`config.mk`:
```
export PLATFORM = sky130hd
export DESIGN_NAME = xz_index_size_summer_flat
export DESIGN_NICKNAME = d
export VERILOG_FILES = /design/src/sv/xzis_pkg.sv /design/src/sv/xzis_in_if.sv /design/src/sv/xzis_out_if.sv /design/src/sv/xzis_in_stage.sv /design/src/sv/xzis_parser.sv /design/src/sv/xz_index_size_summer.sv /design/src/flat_wrapper.sv
export SDC_FILE = /design/constraint.sdc
export NUM_CORES = 1
export LEC_CHECK = 0
export ABC_AREA = 1
export BUFFER_PORTS_ARGS = -buffer_cell sky130_fd_sc_hd__buf_2
export CORE_MARGIN = 3
export CORE_UTILIZATION = 57
export DETAILED_ROUTE_END_ITERATION = 8
export HOLD_SLACK_MARGIN = 0.08
export PLACE_DENSITY = 0.77
export SYNTH_ARGS = -nofsm -noshare
export SYNTH_HDL_FRONTEND = slang
export SYNTH_SLANG_ARGS = --single-unit
```
`constraint.sdc`:
```
create_clock -name clk -period 4.05 [get_ports clk]
set_input_delay 0.405 -clock clk [delete_from_list [all_inputs] [get_ports clk]]
set_output_delay 0.405 -clock clk [all_outputs]
set_load 0.05 [all_outputs]
```
`src/sv/xzis_pkg.sv`:
```
// Package with the shared types and constants of the XZ index size summer.
package xzis_pkg;

  localparam int MAX_VARINT_BYTES_DEF = 9;
  localparam int VARINT_W = 63;
  localparam int TOTAL_W = 64;

  typedef enum logic [2:0] {
    PH_DONE   = 3'd0,
    PH_COUNT  = 3'd1,
    PH_UNPAD  = 3'd2,
    PH_UNCOMP = 3'd3
  } phase_t;

  typedef struct packed {
    logic       valid;
    logic [7:0] index_byte;
    logic       first_byte;
  } stage_t;

endpackage

```
`src/sv/xzis_in_if.sv`:
```
// Input channel interface carrying one index byte per beat.
interface xzis_in_if;
  logic       valid;
  logic       ready;
  logic [7:0] index_byte;
  logic       first_byte;

  modport source (output valid, output index_byte, output first_byte, input ready);
  modport sink (input valid, input index_byte, input first_byte, output ready);
endinterface

```
`src/sv/xzis_out_if.sv`:
```
// Result channel interface carrying the running total and status per beat.
interface xzis_out_if;
  logic        valid;
  logic        ready;
  logic [63:0] total_size;
  logic        done_res;
  logic        error;

  modport source (output valid, output total_size, output done_res, output error,
                  input ready);
  modport sink (input valid, input total_size, input done_res, input error,
                output ready);
endinterface

```
`src/sv/xzis_in_stage.sv`:
```
// Input register stage that captures one byte beat and hands it to the parser.
module xzis_in_stage
  import xzis_pkg::*;
(
  input  logic       clk,
  input  logic       rst,
  xzis_in_if.sink    bytes,
  input  logic       take,
  output stage_t     stage
);

  assign bytes.ready = !stage.valid || take;

  always_ff @(posedge clk) begin
    if (rst) begin
      stage.valid <= 1'b0;
    end else if (bytes.valid && bytes.ready) begin
      stage.valid <= 1'b1;
    end else if (take) begin
      stage.valid <= 1'b0;
    end
    if (bytes.valid && bytes.ready) begin
      stage.index_byte <= bytes.index_byte;
      stage.first_byte <= bytes.first_byte;
    end
  end

endmodule

```
`src/sv/xzis_parser.sv`:
```
// Parser state, varint collector and result register of the index size summer.
module xzis_parser
  import xzis_pkg::*;
#(
  parameter int MAX_VARINT_BYTES = MAX_VARINT_BYTES_DEF
) (
  input  logic       clk,
  input  logic       rst,
  input  stage_t     stage,
  output logic       take,
  xzis_out_if.source results
);

  localparam int CW = $clog2(MAX_VARINT_BYTES + 1);

  phase_t              phase, phase_next;
  logic [VARINT_W-1:0] varint_value, varint_value_next;
  logic [CW-1:0]       varint_bytes, varint_bytes_next;
  logic [VARINT_W-1:0] records_left, records_left_next;
  logic [TOTAL_W-1:0]  running_total, running_total_next;
  logic                error_seen, error_seen_next;

  logic [5:0]          shamt;
  logic [VARINT_W-1:0] collected;
  logic [VARINT_W-1:0] records_dec;
  logic [CW-1:0]       bytes_inc;
  logic                active, active_next, zero_err, over_err;

  assign take = stage.valid && (!results.valid || results.ready);

  assign shamt       = 6'(varint_bytes) * 6'd7;
  assign collected   = varint_value | (VARINT_W'(stage.index_byte[6:0]) << shamt);
  assign bytes_inc   = varint_bytes + CW'(1);
  assign records_dec = records_left - VARINT_W'(1);
  assign zero_err    = (varint_bytes != '0) && (stage.index_byte == 8'h00);
  assign over_err    = stage.index_byte[7] && (32'(bytes_inc) >= MAX_VARINT_BYTES);
  assign active      = (phase == PH_COUNT) || (phase == PH_UNPAD) || (phase == PH_UNCOMP);
  assign active_next = (phase_next == PH_COUNT) || (phase_next == PH_UNPAD) ||
                       (phase_next == PH_UNCOMP);

  always_comb begin
    phase_next         = phase;
    varint_value_next  = varint_value;
    varint_bytes_next  = varint_bytes;
    records_left_next  = records_left;
    running_total_next = running_total;
    error_seen_next    = error_seen;
    if (stage.first_byte) begin
      running_total_next = '0;
      records_left_next  = '0;
      varint_value_next  = '0;
      varint_bytes_next  = '0;
      error_seen_next    = (stage.index_byte != 8'h00);
      phase_next         = (stage.index_byte != 8'h00) ? PH_DONE : PH_COUNT;
    end else if (active) begin
      if (zero_err || over_err) begin
        phase_next        = PH_DONE;
        error_seen_next   = 1'b1;
        varint_value_next = '0;
        varint_bytes_next = '0;
      end else if (stage.index_byte[7]) begin
        varint_value_next = collected;
        varint_bytes_next = bytes_inc;
      end else begin
        varint_value_next = '0;
        varint_bytes_next = '0;
        unique case (phase)
          PH_COUNT: begin
            records_left_next = collected;
            phase_next = (collected == '0) ? PH_DONE : PH_UNPAD;
          end
          PH_UNPAD: begin
            phase_next = PH_UNCOMP;
          end
          PH_UNCOMP: begin
            running_total_next = running_total + {1'b0, collected};
            records_left_next  = records_dec;
            phase_next = (records_dec == '0) ? PH_DONE : PH_UNPAD;
          end
          default: begin
            phase_next = PH_DONE;
          end
        endcase
      end
    end else begin
      phase_next = PH_DONE;
    end
  end

  always_ff @(posedge clk) begin
    if (rst) begin
      phase         <= PH_DONE;
      varint_value  <= '0;
      varint_bytes  <= '0;
      records_left  <= '0;
      running_total <= '0;
      error_seen    <= 1'b0;
      results.valid <= 1'b0;
    end else begin
      if (take) begin
        phase         <= phase_next;
        varint_value  <= varint_value_next;
        varint_bytes  <= varint_bytes_next;
        records_left  <= records_left_next;
        running_total <= running_total_next;
        error_seen    <= error_seen_next;
        results.valid <= 1'b1;
      end else if (results.ready) begin
        results.valid <= 1'b0;
      end
    end
    if (take) begin
      results.total_size <= running_total_next;
      results.done_res   <= !active_next;
      results.error      <= error_seen_next;
    end
  end

endmodule

```
`src/sv/xz_index_size_summer.sv`:
```
// Top level of the XZ index size summer with its input stage, parser and checks.
// The block takes one index byte per beat and gives one result beat per byte, with the
// running total of uncompressed sizes, a done flag and an error flag. It accepts a byte in
// every cycle while result beats are taken. A byte is first captured in the input register,
// and the parser writes its result into the result register when it takes the byte from
// there, which it can do only while the result register is empty or its beat is taken.
// A result that is held waits in the result register and one more byte can wait in the
// input register. The rate is set by the parser loop, where the varint shift-and-merge
// and the 64-bit total add sit between the parser state registers.
module xz_index_size_summer
  import xzis_pkg::*;
#(
  parameter int MAX_VARINT_BYTES = MAX_VARINT_BYTES_DEF
) (
  input  logic       clk,
  input  logic       rst,
  xzis_in_if.sink    bytes,
  xzis_out_if.source results
);

  stage_t stage;
  logic   take;

  xzis_in_stage u_in_stage (
    .clk   (clk),
    .rst   (rst),
    .bytes (bytes),
    .take  (take),
    .stage (stage)
  );

  xzis_parser #(
    .MAX_VARINT_BYTES (MAX_VARINT_BYTES)
  ) u_parser (
    .clk     (clk),
    .rst     (rst),
    .stage   (stage),
    .take    (take),
    .results (results)
  );

  a_ready_when_empty: assert property (@(posedge clk) disable iff (rst)
    !results.valid |-> bytes.ready)
    else $error("Input not ready while the result register is empty.");

  a_accept_fills_stage: assert property (@(posedge clk) disable iff (rst)
    (bytes.valid && bytes.ready) |=> stage.valid)
    else $error("Accepted beat did not reach the input register.");

  a_error_means_done: assert property (@(posedge clk) disable iff (rst)
    (results.valid && results.error) |-> results.done_res)
    else $error("Error reported while parsing is still running.");

endmodule
```
`src/flat_wrapper.sv`:
```
// flat-port wrapper written by rule: the top's interface ports become plain ports
module xz_index_size_summer_flat import xzis_pkg::*;
#(
  parameter int MAX_VARINT_BYTES = MAX_VARINT_BYTES_DEF
)
  (clk, rst, bytes_valid, bytes_index_byte, bytes_first_byte, bytes_ready, results_valid, results_total_size, results_done_res, results_error, results_ready);
  xzis_in_if bytes_i ();
  xzis_out_if results_i ();
  input  logic clk;
  input  logic rst;
  input wire logic [$bits(bytes_i.valid)-1:0] bytes_valid;
  input wire logic [$bits(bytes_i.index_byte)-1:0] bytes_index_byte;
  input wire logic [$bits(bytes_i.first_byte)-1:0] bytes_first_byte;
  output wire logic [$bits(bytes_i.ready)-1:0] bytes_ready;
  output wire logic [$bits(results_i.valid)-1:0] results_valid;
  output wire logic [$bits(results_i.total_size)-1:0] results_total_size;
  output wire logic [$bits(results_i.done_res)-1:0] results_done_res;
  output wire logic [$bits(results_i.error)-1:0] results_error;
  input wire logic [$bits(results_i.ready)-1:0] results_ready;
  assign bytes_i.valid = bytes_valid;
  assign bytes_i.index_byte = bytes_index_byte;
  assign bytes_i.first_byte = bytes_first_byte;
  assign bytes_ready = bytes_i.ready;
  assign results_valid = results_i.valid;
  assign results_total_size = results_i.total_size;
  assign results_done_res = results_i.done_res;
  assign results_error = results_i.error;
  assign results_i.ready = results_ready;
  xz_index_size_summer #(.MAX_VARINT_BYTES(MAX_VARINT_BYTES)) u_core (.clk(clk), .rst(rst), .bytes(bytes_i), .results(results_i));
endmodule
```
==> results.md, run 1 <==
- Status: aborted with a tool error
- Post-synthesis adder-cell area fraction: 0.0534
- CTS Buf Count: 31
- Largest net degree at the start of global routing: 111
- Warnings, synthesis: 0
- Cell taking the most area after synthesis: dfxtp_1
- H-tree Lvls: 1
- Stop Error: [ERROR GRT-0232] Routing congestion too high. Check the congestion heatmap in the GUI.
- Total GRT Usage: 0.712
- Post-Synth Simple-Gate Area: 0.317
- Synth cell count leaders: nand2_1, nor2_1, a21oi_1
- Routability cong.: 1.03
- Mapped Cells: 2933
- Worst endpoint type: sequential cell input
- Synth Area in XOR/XNOR: 0.0241
- Die Width: between 150 and 200 µm
- Port Buffers: 80
- Post-synth cell types: between 40 and 50
- Largest family of logic cells by synthesized area: simple AND/OR/NAND/NOR gates
- Post-synthesis sequential area ratio: 0.325
- Die H: 190 µm
- Synth Flop Type: dfxtp_1
- Placed Area: 22700 µm²
- Root buffer cell: clkbuf_16
- Top-level I/O count: roughly 80
- Ranking of synthesized cells by area: dfxtp_1, nand2_1, edfxtp_1
- Post-synthesis mux area share: 0.000521
- Std cell rows: 66
- Clock sinks: 275
- HPWL after DPL: approximately 56000 µm
- Initial Util: 0.585
- Count of state elements after synthesis: 275
- Remaining Overflow, GRT: 55
- Top cell type's share of synthesized area: 0.208
- Stage reached: global routing (5_1_grt)
- GR repair worst EP: u_core.u_parser.results.total_size[62]$_DFFE_PP_/D
- Mapped Nets: slightly above 3000
- Post-synth ARST share: 0
- Most frequent cell after synthesis: nand2_1
- Mapped Area: 19200 µm²
- EDFF count, synth: 75
- Clk buf depth: 3
- Compound-cell area share of the yosys netlist: 0.197
- Avg Cell Area, Syn: approximately 6.6 µm²
## routing by layer
metal	overflow	global-route usage
met4	29	0.657
met3	0	0.539
met2	24	0.874
met5	2	0.290
met1	0	0.744
## cell families after synthesis
group / Yosys count
adder cells (fa/ha/maj): 79
AO/OA/AOI/OAI: 669
flip-flops: 275
AND/OR/NAND/NOR: 1440
buffers and inverters: 417
multiplexers: 1
XOR/XNOR: 52
## repair_timing
| item | in CTS |
|---|---|
| hold endpoints to repair | 10 |
| setup endpoints to repair | 111 |
| cloned | 3 |
| pin swaps | 87 |
| setup buffers | 64 |
| gates resized for setup | 364 |
| hold buffers | 10 |
## per-stage QoR
step           setup TNS, ps  hold slack, ps  std cells   util  worst slack (ps)
4_1_cts               -27480            85.4       3849  0.793              -504
3_5_place_dp          -54310             455       3716  0.690             -1140
3_3_place_gp          -46380             448       3716  0.690             -1140
2_1_floorplan              0             438       2933      -              2.01
==> run 2, diff against run 1 <==
--- a/config.mk
+++ b/config.mk
@@ -8,10 +8,9 @@
 export ABC_AREA = 1
 export BUFFER_PORTS_ARGS = -buffer_cell sky130_fd_sc_hd__buf_2
 export CORE_MARGIN = 3
-export CORE_UTILIZATION = 57
+export CORE_UTILIZATION = 40
 export DETAILED_ROUTE_END_ITERATION = 8
-export HOLD_SLACK_MARGIN = 0.08
-export PLACE_DENSITY = 0.77
+export PLACE_DENSITY_LB_ADDON = 0.15
 export SYNTH_ARGS = -nofsm -noshare
 export SYNTH_HDL_FRONTEND = slang
 export SYNTH_SLANG_ARGS = --single-unit
==> constraint.sdc (replaced) <==
create_clock -name clk -period 5.26 [get_ports clk]
set_input_delay 0.526 -clock clk [delete_from_list [all_inputs] [get_ports clk]]
set_output_delay 0.526 -clock clk [all_outputs]
set_load 0.05 [all_outputs]
==> run 2 against run 1 <==
The flow now finishes without violations. Area after synthesis stayed put. Synthesized cell count stayed put.
==> results.md, run 2 <==
- Proportion of layout cells with a drive suffix above 1: 0.107
- RSZ-0062 raised after global routing: false
- CP Max Fanout: 11
- Largest net degree at the start of global routing: 89
- Remaining DRCs: 0
- DR iter-0 viols: 2006
- Mapped Cells: 2933
- Via density: 5.56
- Die H: around 230 µm
- Top cell type's share of synthesized area: 0.208
- Max cap viols: 0
- Root buffer cell: clkbuf_16
- Ranking of synthesized cells by area: dfxtp_1, nand2_1, edfxtp_1
- Crit path largest cell delay: 650 ps
- Die Width: 225 µm
- Total power: 5.80 mW
- Total number of vias: slightly above 20000
- Post-synthesis sequential area ratio: 0.325
- Most frequent cell after synthesis: nand2_1
- Routability cong.: 0.994
- Placed cells: around 3600
- Cell taking the most area after synthesis: dfxtp_1
- Clock skew: 20.5 ps
- Worst-path clk slew: approximately 60 ps
- Max Freq: approximately 0.2 GHz
- Nets: 3129
- Reg2reg start: u_core.u_parser.varint_bytes[1]
- Remaining Overflow, GRT: 0
- Wire length of the first global-routing pass: between 100000 and 150000 µm
- Area of the die: 50700 µm²
- Synthesis-to-layout area growth: 14.7%
- Worst EP required: 5580 ps
- Final critical-path share of the clock period: 0.949
- R2R setup slack: about 270 ps
- Std cell rows: 79
- CP Launch Point: u_core.u_parser.varint_bytes[1]
- Core ar.: roughly 47000 µm²
- Beginning of the worst hold path: bytes_index_byte[0]
- Final Hold Fails: 0
- Setup Viol. Count Final: 0
- Warnings, synthesis: 0
- Mapped Area: 19200 µm²
- Clock sinks: between 200 and 300
- Count of state elements after synthesis: about 280
- Worst Tran Pin Value: about 960 ps
- Post-synth ARST share: 0
- Pwr per Cell Area: approximately 260 nW/µm²
- Path depth of the worst reg2reg path: 20
- HPWL after DPL: 60100 µm
- Routed Antenna Nets: 0
- Status: finished, final reports clean
- Initial Util: 0.409
- Fin crit period: between 4000 and 5000 ps
- Peak supply drop: around 240 µV
- Synth cell count leaders: nand2_1, nor2_1, a21oi_1
- Clk buf depth: 3
- Avg Cell Area, Syn: 6.56 µm²
- Most frequent cells in the layout: nand2_1, nor2_1, a21oi_1
- Largest regs: u_core.u_parser.results.total_size x64, u_core.u_parser.running_total x64
- Hold-fix buffers, CTS: 0
- Crit path max-delay cell type: o211ai_1
- CP dominant cell by count: nand2_1
- Final Max Tran Viols: 0
- CP Class: register to register
- Crit path DAT: between 5000 and 6000 ps
- Total GRT Usage: 0.299
- Post-synth cell types: 49
- Vias in the first global route: between 15000 and 20000
- H-tree Lvls: 2
- Mapped Nets: 3025
- Port Buffers: 80
- EDFF count, synth: 75
- FF-to-FF End: u_core.u_parser.results.total_size[55]
- Leakage power: 10.0 nW
- Clock Latency Late Sink: approximately 570 ps
- Critical path endpoint category: register
- CTS Buf Count: 35
- Avg WL per Cell: 21.0 µm
- Crit start category: register
- Final non-filler cell total: between 3000 and 4000
- Slew HR: 0.357
- TritonCTS clock tree: built
- HP Class: input port to register
- Top-level I/O count: 81
- CP cell instances: fa_1 > ha_1 > fa_1 > xor2_4 > buf_4 > nand3_1 > o21bai_2 > ha_1 > nand2_1 > nor2_1 > inv_1 > o211ai_1 > nand2_1 > nand2_1 > nand4_1 > o211ai_1 > xor2_1 > nand2_1 > nand2_1 > inv_1
- Drt total wl: 77100 µm
- Initial antenna violation count: 1
- Drt first pass iters: 5
- Worst setup path end: u_core.u_parser.results.total_size[55]
- Commonest non-fill, non-tap cell in the layout: nand2_1
- Synth Flop Type: dfxtp_1
-- run 2: worst min path at each step --
| stage | depth (start not counted) | slack (ps) | end |
|---|---|---|---|
| final | 1 | 150 | u_core.u_in_stage.stage[1] |
| after global routing | 1 | 130 | u_core.u_in_stage.stage[0] |
| after CTS | 1 | 120 | u_core.u_in_stage.stage[1] |
| after detailed placement | 2 | 460 | u_core.u_parser.varint_value[33] |
| after global placement | 2 | 450 | u_core.u_parser.varint_value[31] |
| after floorplan | 2 | 440 | u_core.u_parser.varint_value[31] |
-- run 2: worst max-delay path: cells and delay by family, from the launching register on --
family | cells | cell delay, ps
AND/OR/NAND/NOR | 8 | 960
flip-flops | 1 | 380
buffers and inverters | 3 | 410
XOR/XNOR | 2 | 480
adder cells (fa/ha/maj) | 4 | 1460
AO/OA/AOI/OAI | 3 | 1080
-- run 2: cells by family after synthesis --
kind of cell / Yosys count / share of synthesized area
AO/OA/AOI/OAI: 669 / 0.197
XOR/XNOR: 52 / 0.0241
adder cells (fa/ha/maj): 79 / 0.0534
buffers and inverters: 417 / 0.0830
flip-flops: 275 / 0.325
multiplexers: 1 / 0.000521
AND/OR/NAND/NOR: 1440 / 0.317
-- run 2: what timing repair did --
action	in CTS	in global routing
pin swaps	1	2
resized for setup	5	26
setup buffers	0	1
setup endpoints to repair	9	83
-- run 2: power by group --
part / leakage, nW / internal [mW] / total, mW / switching [mW]
combinational: 7.15 / 0.255 / 0.936 / 0.681
sequential: 2.33 / 2.25 / 2.30 / 0.0543
clock: 0.571 / 1.54 / 2.56 / 1.02
total: 10.0 / 4.05 / 5.80 / 1.75
-- run 2: metal layers --
layer	routed length, µm	share of wire	global-route usage	vias up
met5	0	0	0	-
met4	2180	0.028	0.0904	0
met3	5120	0.066	0.0356	107
met2	33500	0.43	0.459	779
met1	36300	0.47	0.441	9584
li1	-	-	-	9929
-- run 2: final cells by class --
type,count,area [µm²]
Fill cell,4936,25000
Multi-Input combinational cell,2241,11500
Sequential cell,275,6260
Timing Repair Buffer,182,1180
Inverter,302,1140
Clock buffer,45,965
Tap cell,607,759
Clock inverter,16,223
Antenna cell,1,2.50
-- run 2: stage by stage --
| step | setup TNS [ps] | util | hold slack, ps | setup WS, ps | area (µm²) |
|---|---|---|---|---|---|
| floorplan | 0 | - | 438 | 821 | 19200 |
| global placement | -825 | 0.441 | 446 | -228 | 20700 |
| detailed placement | -1090 | 0.441 | 456 | -253 | 20700 |
| CTS | 0 | 0.466 | 119 | 28.2 | 21900 |
| global route | 0 | 0.469 | 130 | 9.23 | 22100 |
| finish | 0 | 0.469 | 149 | 269 | 22100 |
Power figures use the tool's default switching activity.
